**src/hdl/xs128_fifo.sv**
```systemverilog
`timescale 1ns / 1ps
`default_nettype none
module xs128_fifo #(
    parameter int WIDTH = 8,
    parameter int DEPTH = 4
) (
    input  wire logic                       i_clk,
    input  wire logic                       i_rst_n,
    input  wire logic                       i_wr_en,
    input  wire logic [WIDTH-1:0]           i_wr_data,
    input  wire logic                       i_rd_en,
    output logic      [WIDTH-1:0]           o_rd_data,
    output logic                            o_empty,
    output logic                            o_full,
    output logic      [$clog2(DEPTH+1)-1:0] o_count
);
    localparam int AW = (DEPTH > 1) ? $clog2(DEPTH) : 1;
    localparam int CW = $clog2(DEPTH + 1);

    logic [WIDTH-1:0] r_mem [DEPTH];
    logic [AW-1:0]    r_wr_ptr, n_wr_ptr;
    logic [AW-1:0]    r_rd_ptr, n_rd_ptr;
    logic [CW-1:0]    r_count,  n_count;
    logic             w_wr, w_rd;

    assign w_wr = i_wr_en && !o_full;
    assign w_rd = i_rd_en && !o_empty;

    always_comb begin
        n_wr_ptr = r_wr_ptr;
        n_rd_ptr = r_rd_ptr;
        n_count  = r_count;
        if (w_wr) begin
            n_wr_ptr = (r_wr_ptr == AW'(DEPTH - 1)) ? '0 : r_wr_ptr + 1'b1;
        end
        if (w_rd) begin
            n_rd_ptr = (r_rd_ptr == AW'(DEPTH - 1)) ? '0 : r_rd_ptr + 1'b1;
        end
        if (w_wr && !w_rd) begin
            n_count = r_count + 1'b1;
        end else if (w_rd && !w_wr) begin
            n_count = r_count - 1'b1;
        end
    end

    always_ff @(posedge i_clk) begin
        if (!i_rst_n) begin
            r_wr_ptr <= '0;
            r_rd_ptr <= '0;
            r_count  <= '0;
        end else begin
            r_wr_ptr <= n_wr_ptr;
            r_rd_ptr <= n_rd_ptr;
            r_count  <= n_count;
        end
    end

    always_ff @(posedge i_clk) begin
        if (w_wr) begin
            r_mem[r_wr_ptr] <= i_wr_data;
        end
    end

    assign o_rd_data = r_mem[r_rd_ptr];
    assign o_empty   = (r_count == '0);
    assign o_full    = (r_count == CW'(DEPTH));
    assign o_count   = r_count;

endmodule
`default_nettype wire

```
**config.mk**
```make
export PLATFORM = sky130hd
export DESIGN_NAME = xs128_fifo
export DESIGN_NICKNAME = d
export VERILOG_FILES = /design/src/hdl/xs128_fifo.sv
export SDC_FILE = /design/constraint.sdc
export NUM_CORES = 1
export LEC_CHECK = 0
export ABC_AREA = 1
export BUFFER_PORTS_ARGS = -buffer_cell sky130_fd_sc_hd__buf_4
export CAP_MARGIN = 25
export CORE_UTILIZATION = 55
export DETAILED_ROUTE_END_ITERATION = 10
export PLACE_DENSITY = 0.73
export SKIP_LAST_GASP = 1
export SYNTH_ARGS = -nofsm -noshare
export SYNTH_HDL_FRONTEND = slang
export SYNTH_SLANG_ARGS = --single-unit
```
**constraint.sdc**
```tcl
create_clock -name i_clk -period 2.3 [get_ports i_clk]
set_input_delay 0.46 -clock i_clk [delete_from_list [all_inputs] [get_ports i_clk]]
set_output_delay 0.46 -clock i_clk [all_outputs]
set_load 0.01 [all_outputs]
```
Yosys cells after proc, flatten, opt, wreduce, memory -nomap -nowiden. Memories as Yosys holds them, arrays and structs flattened. A register that Yosys moved wholly into a read port is not among the register bits. Cells that the tools add are included. Widths: inputs -> output; s select.

Bits in registers: 7. Bits in writable memories: 32. Input port bits: 12. Output and inout bits: 13. Word-level logic and storage cells: 29. Memories: 1.

Memories: r_mem (depth 4, bits a word 8, rd ports 1, clocked after memory_dff 1, write ports 1, RTL line 20) `logic [WIDTH-1:0] r_mem [DEPTH];`.

Add/sub/neg operators: 4. Eq/ne operators: 3. Muxes and demuxes: 8. Reductions and logical operators: 10.

Operator list (count): $mux 2 (4); $mux 3 (2); $add 2x1->2 const B (2); $eq 2x2->1 const B (2); $logic_and 1x1->1 (4); $logic_not 1->1 (4); $add 3x1->3 const B (1); $eq 3x3->1 const B (1); $logic_not 3->1 (1); $sub 3x1->3 const B (1); $mux 1 (2); $reduce_bool 2->1 (1).

Longest topological paths before layout. Gate-level depths: netlist of the first run.

Depth after elaboration: 7. Gate-level depth with buffers: 13. Depth with buffers taken out: 13.

Least setup slack after synthesis of the first run. No wires, ideal clock.

Kind: register to register. From: register r_count[1] (netlist: o_count[1]). To: register r_count[1] (netlist: o_count[1]). Library setup time: 0.116 ns. Arrival: 1.627 ns. Required time: 2.184 ns. Slack: 0.557 ns. Stages on the path, launching flop included: 10. Buffers on the path: 0. Clock period less this slack: 1.743 ns. Path through: dfxtp_1 -> nor2_1 -> nand2_1 -> nand2_2 -> inv_1 -> ha_1 -> inv_1 -> fa_1 -> o21ai_0 -> nor2_1.

Elaborated cells between the ends (all ways): 15. Those cells by class: add/sub (2); eq/ne (1); mux (2); reduce/logical (10).

RTL lines: from (decl) (RTL line 23) `logic [CW-1:0] r_count, n_count;`; from (signal assigned) (RTL line 54) `r_count <= n_count;`; $eq 3x3->1 (RTL line 66) `assign o_full = (r_count == CW'(DEPTH));`; $logic_not 1->1 (RTL line 26) `assign w_wr = i_wr_en && !o_full;`; $logic_and 1x1->1 (RTL line 26); named net w_wr (RTL line 24) `logic w_wr, w_rd;`; $logic_and 1x1->1 (RTL line 39) `if (w_wr && !w_rd) begin`; $mux 3 (RTL line 39); named net n_count[1] (RTL line 23).

The timed path passes the listed nets, and every way through them passes these cells. The select of a mux whose other input is x is not followed. A chain may end at the register's enable or synchronous reset.

==> results of run 1 <==
[cell families after synthesis]
logic type	after synthesis	synth area share, %
fa+ha+maj	7	5.62
buf+inv	21	5.54
compound gates	28	9.53
simple gates	51	11.9
flops	41	67.4
[metal layers]
layer	track usage (%)	vias up	wire length (microns)
met5	0	-	0
met4	10.5	0	61
met3	8.39	5	159
met2	36.2	25	1550
met1	20.7	534	1150
li1	-	570	-
[final cells by class]
class | count | area, sq um | share of cell area [%]
Tap cell | 31 | 38.8 | 1.92
Clock buffer | 6 | 62.6 | 3.09
Timing Repair Buffer | 29 | 218 | 10.8
Sequential cell | 41 | 1140 | 56.4
Inverter | 19 | 71.3 | 3.52
Clock inverter | 2 | 35.0 | 1.73
Multi-Input combinational cell | 86 | 458 | 22.6
[final timing paths]
check	depth (start not counted)	to	slack, ns	startpoint
setup / recovery	4	o_rd_data[4]	0.29	register
hold / removal	1	r_mem[3][6]	0.30	i_wr_data[6]
setup reg to reg	12	o_count[2]	0.42	o_count[1]
hold reg to reg	4	r_rd_ptr[1]	0.54	r_rd_ptr[1]
[state kept, by name, indices dropped and copies added, names as in the netlist, named ones only]
name,flops
r_rd_ptr,2
o_count,3
r_wr_ptr,2
r_mem,32
[synth_stat cells, drive strengths merged]
library cell   n  area, sq um
nor2          33          124
fa             1         20.0
nand3b         1         7.51
buf            2         22.5
nand2         15         58.8
o22ai          8         50.1
nand4          1         6.26
nand3          1         5.00
edfxtp        32          961
inv           19         71.3
ha             6         75.1
a21oi          2         10.0
o21ai         18          101
dfxtp          9          180
[metrics by stage]
step / total power [mW] / area [sq um]
floorplan: 1.50 / 1690
global placement: 1.80 / 1930
detailed placement: 1.84 / 1930
CTS: 2.36 / 2020
global route: 2.51 / 2020
finish: 2.34 / 2020
[power by group]
| group | switching, mW | internal, mW |
|---|---|---|
| Clock | 0.223 | 0.293 |
| Sequential | 0.0903 | 0.920 |
| Combinational | 0.458 | 0.357 |
| Total | 0.771 | 1.57 |
[worst register-to-register path, delay by kind of cell, from the launching register on]
kind	cells	cell delay [ns]
AND/OR/NAND/NOR	7	0.67
adder cells (fa/ha/maj)	2	0.55
flip-flops	1	0.43
buffers and inverters	3	0.17
==> impl_metrics.py, run 1 <==
metrics = {
    "outcome": {
        "status": "finished with violations",
        "violations": "DRC",
    },
    "drt": {
        "viasPerCell": 5.30,
        "num_vias": 1134,
        "first_pass_iters": 7,
        "final_antenna_net_count": 0,
        "wl_per_cell_microns": 13.7,
        "dr.first_iter.drc_count": 39,
        "route.detailed.drc": 1,
        "drt_wl_total_mm": 2.92,
    },
    "final_layout": {
        "final_core_util_pct": 71.6,
        "fillCellCount": 220,
        "areaGrowthSynthToFinish_pct": 19.6,
        "instances_no_fill": 214,
        "final_cell_mix": "33 x nor2_1, 32 x edfxtp_1, 29 x buf_4",
        "layout-drive-gt1-share_pct": 23.0,
        "final_common_cell": "nor2_1",
        "insertedDiodeCount": 0,
        "nets": 201,
    },
    "critical_path": {
        "crit_buf_inv": 2,
        "required_ns": 1.84,
        "critPathKind": "reg2out",
        "crit_arrival_ns": 1.55,
        "crit_path_max_incr_delay_ns": 0.55,
        "cp_slowest_cell": "dfxtp_1",
        "cp_max_fo": 9,
        "cp_cell_sequence": "inv_1 > o21ai_0 > o22ai_1 > buf_4",
        "crit_family": "flip-flops",
        "cp-end-kind": "output port",
        "startpoint_type": "register",
    },
    "yosys": {
        "yosysSeqAreaShare_pct": 67.4,
        "syn_area_per_cell_sq_um": 11.4,
        "ys_ff_latch": 41,
        "postSynthCellCount": 148,
        "synth_warnings": 0,
        "syn-num-nets": 167,
        "syn_area_sq_um": 1690,
        "yosysUniqueCellTypes": 18,
    },
    "sta": {
        "grt_setup_unrepaired": "no",
        "finalSetupViolations": 0,
        "period_minus_slack_ns": 2.01,
        "slew_headroom_pct": 75.8,
        "holdWs_ns": 0.303,
        "final_critical_path_setup_slack_ns": 0.292,
        "clock_skew_ns": 0.00621,
        "fmax_mhz": 498,
        "hold_violations": 0,
        "final_max_slew_viol_count": 0,
        "tns_ns": 0,
        "finalCritPeriodShare_pct": 87.3,
        "tightestPinTransition_ns": 0.363,
    },
    "clock_network": {
        "ctsResizeCount": 0,
        "cts-buffers-inserted": 5,
        "htreeDepth": 2,
        "post_cts.repair.setup_buffers": 0,
        "clock-root-buffer": "clkbuf_4",
        "cts_hold_buf": 0,
        "clkLatencyLatePin_ns": 0.35,
        "cts.sinks": 41,
        "cts.path.max_buffers": 2,
        "cts_tree": "yes",
        "clk_pin_slew_ns": 0.12,
    },
    "placement": {
        "gp_congestion": 0.800,
        "pre_cts_slack_ns": 0.437,
        "dp_cells": 206,
        "numPortBuffers": 24,
        "place_hpwl_mm": 2.10,
    },
    "min_path": {
        "min_path_type": "in2reg",
    },
    "floorplanning": {
        "dieWidth_microns": 57.5,
        "rows": 19,
        "initial_core_util_pct": 59.8,
        "io_pins": 25,
        "fp.dieH_microns": 57.5,
        "die_area_sq_um": 3300,
        "core_region_area_sq_um": 2830,
    },
    "grt": {
        "antenna_found_initial": 0,
        "overflow": 0,
        "grt_pass1_vias": 1121,
        "grt_max_degree": 17,
        "grt_usage_pct": 20.5,
        "grt_pass1_wl_mm": 4.77,
    },
    "power_and_ir_drop": {
        "power_density_nw_per_um2": 1160,
        "ir_drop_uv": 867,
        "p_leak_nw": 0.845,
    },
    "job": {
        "maxCapViolations": 0,
    },
}
Note: power is estimated with default switching activity, not from simulation.
==> run 2: changes to the inputs <==
Settings changed: BUFFER_PORTS_ARGS -buffer_cell sky130_fd_sc_hd__buf_4 to -buffer_cell sky130_fd_sc_hd__clkbuf_2, GPL_TIMING_DRIVEN set to 0, RECOVER_POWER set to 50.
==> run 2 against run 1 <==
Effect of this change:
- the flow still finishes with violations (DRC)
- maximum frequency rose by 0.37%
- global-route usage fell by 0.50 points
- combinational power fell by 12%
- non-clock buffer count fell by 3
- first-iteration DRC count fell by 38%
- critical endpoint is now o_rd_data[2]
==> impl_metrics.py, run 2 (synthesis gave the netlist of run 1 again) <==
metrics = {
    "power_and_ir_drop": {
        "seqPwrFrac_pct": 46.1,
        "p_int_mw": 1.42,
        "power_density_nw_per_um2": 1140,
        "finalPower_mw": 2.19,
        "swShare_pct": 35.0,
        "p_comb_share_pct": 32.8,
        "ir_drop_uv": 779,
        "switchingPower_mw": 0.766,
        "clkPwrFrac_pct": 21.1,
        "p_leak_nw": 0.770,
    },
    "grt": {
        "antenna_found_initial": 0,
        "grt_pass1_vias": 1113,
        "grt_pass1_wl_mm": 4.66,
        "overflow": 0,
        "grt_usage_pct": 20.0,
        "grt_max_degree": 15,
    },
    "placement": {
        "place_hpwl_mm": 2.00,
        "gp_congestion": 0.782,
        "placedInstanceArea_sq_um": 1850,
        "pre_cts_slack_ns": 0.449,
        "numPortBuffers": 24,
    },
    "critical_path": {
        "critPathKind": "reg2out",
        "crit_arrival_ns": 1.54,
        "crit_path_max_incr_delay_ns": 0.44,
        "cp-end-kind": "output port",
        "startpoint_type": "register",
        "cp_slowest_cell": "dfxtp_1",
        "cp_max_fo": 9,
        "cp_cell_sequence": "inv_1 > o21ai_0 > o22ai_1 > clkbuf_2",
        "required_ns": 1.84,
    },
    "floorplanning": {
        "dieWidth_microns": 57.5,
        "core_region_area_sq_um": 2830,
        "io_pins": 25,
        "fp.dieH_microns": 57.5,
        "rows": 19,
        "initial_core_util_pct": 59.8,
        "die_area_sq_um": 3300,
    },
    "drt": {
        "num_vias": 1120,
        "route.detailed.drc": 1,
        "wl_per_cell_microns": 13.5,
        "final_antenna_net_count": 0,
        "viasPerCell": 5.31,
        "drt_wl_total_mm": 2.85,
        "first_pass_iters": 7,
        "dr.first_iter.drc_count": 24,
    },
    "min_path": {
        "min_path_type": "in2reg",
    },
    "clock_network": {
        "clkLatencyLatePin_ns": 0.35,
        "cts_tree": "yes",
        "cts.path.max_buffers": 2,
        "cts.sinks": 41,
        "htreeDepth": 2,
        "cts-buffers-inserted": 5,
        "cts_hold_buf": 0,
        "post_cts.repair.setup_buffers": 0,
        "ctsResizeCount": 0,
        "clk_pin_slew_ns": 0.13,
        "clock-root-buffer": "clkbuf_4",
    },
    "sta": {
        "final_max_slew_viol_count": 0,
        "grt_setup_unrepaired": "no",
        "finalCritPeriodShare_pct": 87.0,
        "period_minus_slack_ns": 2.00,
        "tns_ns": 0,
        "slew_headroom_pct": 48.4,
        "finalSetupViolations": 0,
        "hold_violations": 0,
        "final_critical_path_setup_slack_ns": 0.299,
        "tightestPinTransition_ns": 0.772,
        "fmax_mhz": 500,
        "clock_skew_ns": 0.0167,
    },
    "final_layout": {
        "nets": 198,
        "final_common_cell": "nor2_1",
        "final_cell_mix": "33 x nor2_1, 32 x edfxtp_1, 18 x inv_1",
        "largest_reg_flops": 32,
        "design_area_sq_um": 1920,
        "areaGrowthSynthToFinish_pct": 13.2,
        "layout-drive-gt1-share_pct": 14.4,
        "top_register": "r_mem",
        "fillCellCount": 232,
        "insertedDiodeCount": 0,
    },
    "outcome": {
        "violations": "DRC",
        "status": "finished with violations",
    },
    "job": {
        "maxCapViolations": 0,
    },
}
run 2: cell types whose count changed in the layout (fill, tap and decap cells not counted), sizes merged:
cell	previous run	this run
inv	19	20
buf	29	2
clkbuf	6	29
run 2: stage by stage:
stage / utilization (%) / hold WS [ns] / instances
after floorplan: - / 0.501 / 148
after global placement: 65.5 / 0.509 / 203
after detailed placement: 65.5 / 0.522 / 203
after CTS: 68.4 / 0.303 / 211
after global routing: 67.8 / 0.356 / 211
final: 67.8 / 0.352 / 211
run 2: worst paths after layout:
| check | startpoint | end | slack [ns] | cells past startpoint |
|---|---|---|---|---|
| worst max-delay path | register | o_rd_data[2] | 0.30 | 4 |
| worst min-delay path | i_wr_data[5] | r_mem[2][5] | 0.35 | 1 |
| worst max register to register | o_count[1] | o_count[1] | 0.38 | 9 |
| worst min register to register | r_rd_ptr[1] | r_rd_ptr[1] | 0.54 | 4 |
run 2: final cells by class:
class,count,area [sq um],area share [%]
buffer,2,22.5,1.17
clock buffer,5,37.5,1.96
clock inverter,3,45.0,2.35
inverter,19,71.3,3.72
multi-input combinational,86,455,23.8
sequential,41,1140,59.5
tap,31,38.8,2.02
timing repair buffer,24,105,5.48
run 2: layer usage:
metal	wire [microns]	vias to the layer above	share of wire [%]	global-route usage [%]
li1	-	567	-	-
met1	1140	526	40	20.0
met2	1560	21	55	37.0
met3	101	6	3.6	6.58
met4	38	0	1.3	9.41
met5	0	-	0	0
run 2: worst max-delay path: cells and delay by family (launching register included):
kind,cells,cell delay [ns]
flops,1,0.44
buf+inv,2,0.43
compound gates,2,0.32
run 2: power groups by stage:
stage	registers, mW	clock network, mW	logic (mW)
CTS	1.01	0.474	0.745
global placement	1.02	0	0.707
finish	1.01	0.463	0.718
floorplan	1.01	0	0.490
detailed placement	1.03	0	0.741
global route	1.03	0.505	0.821
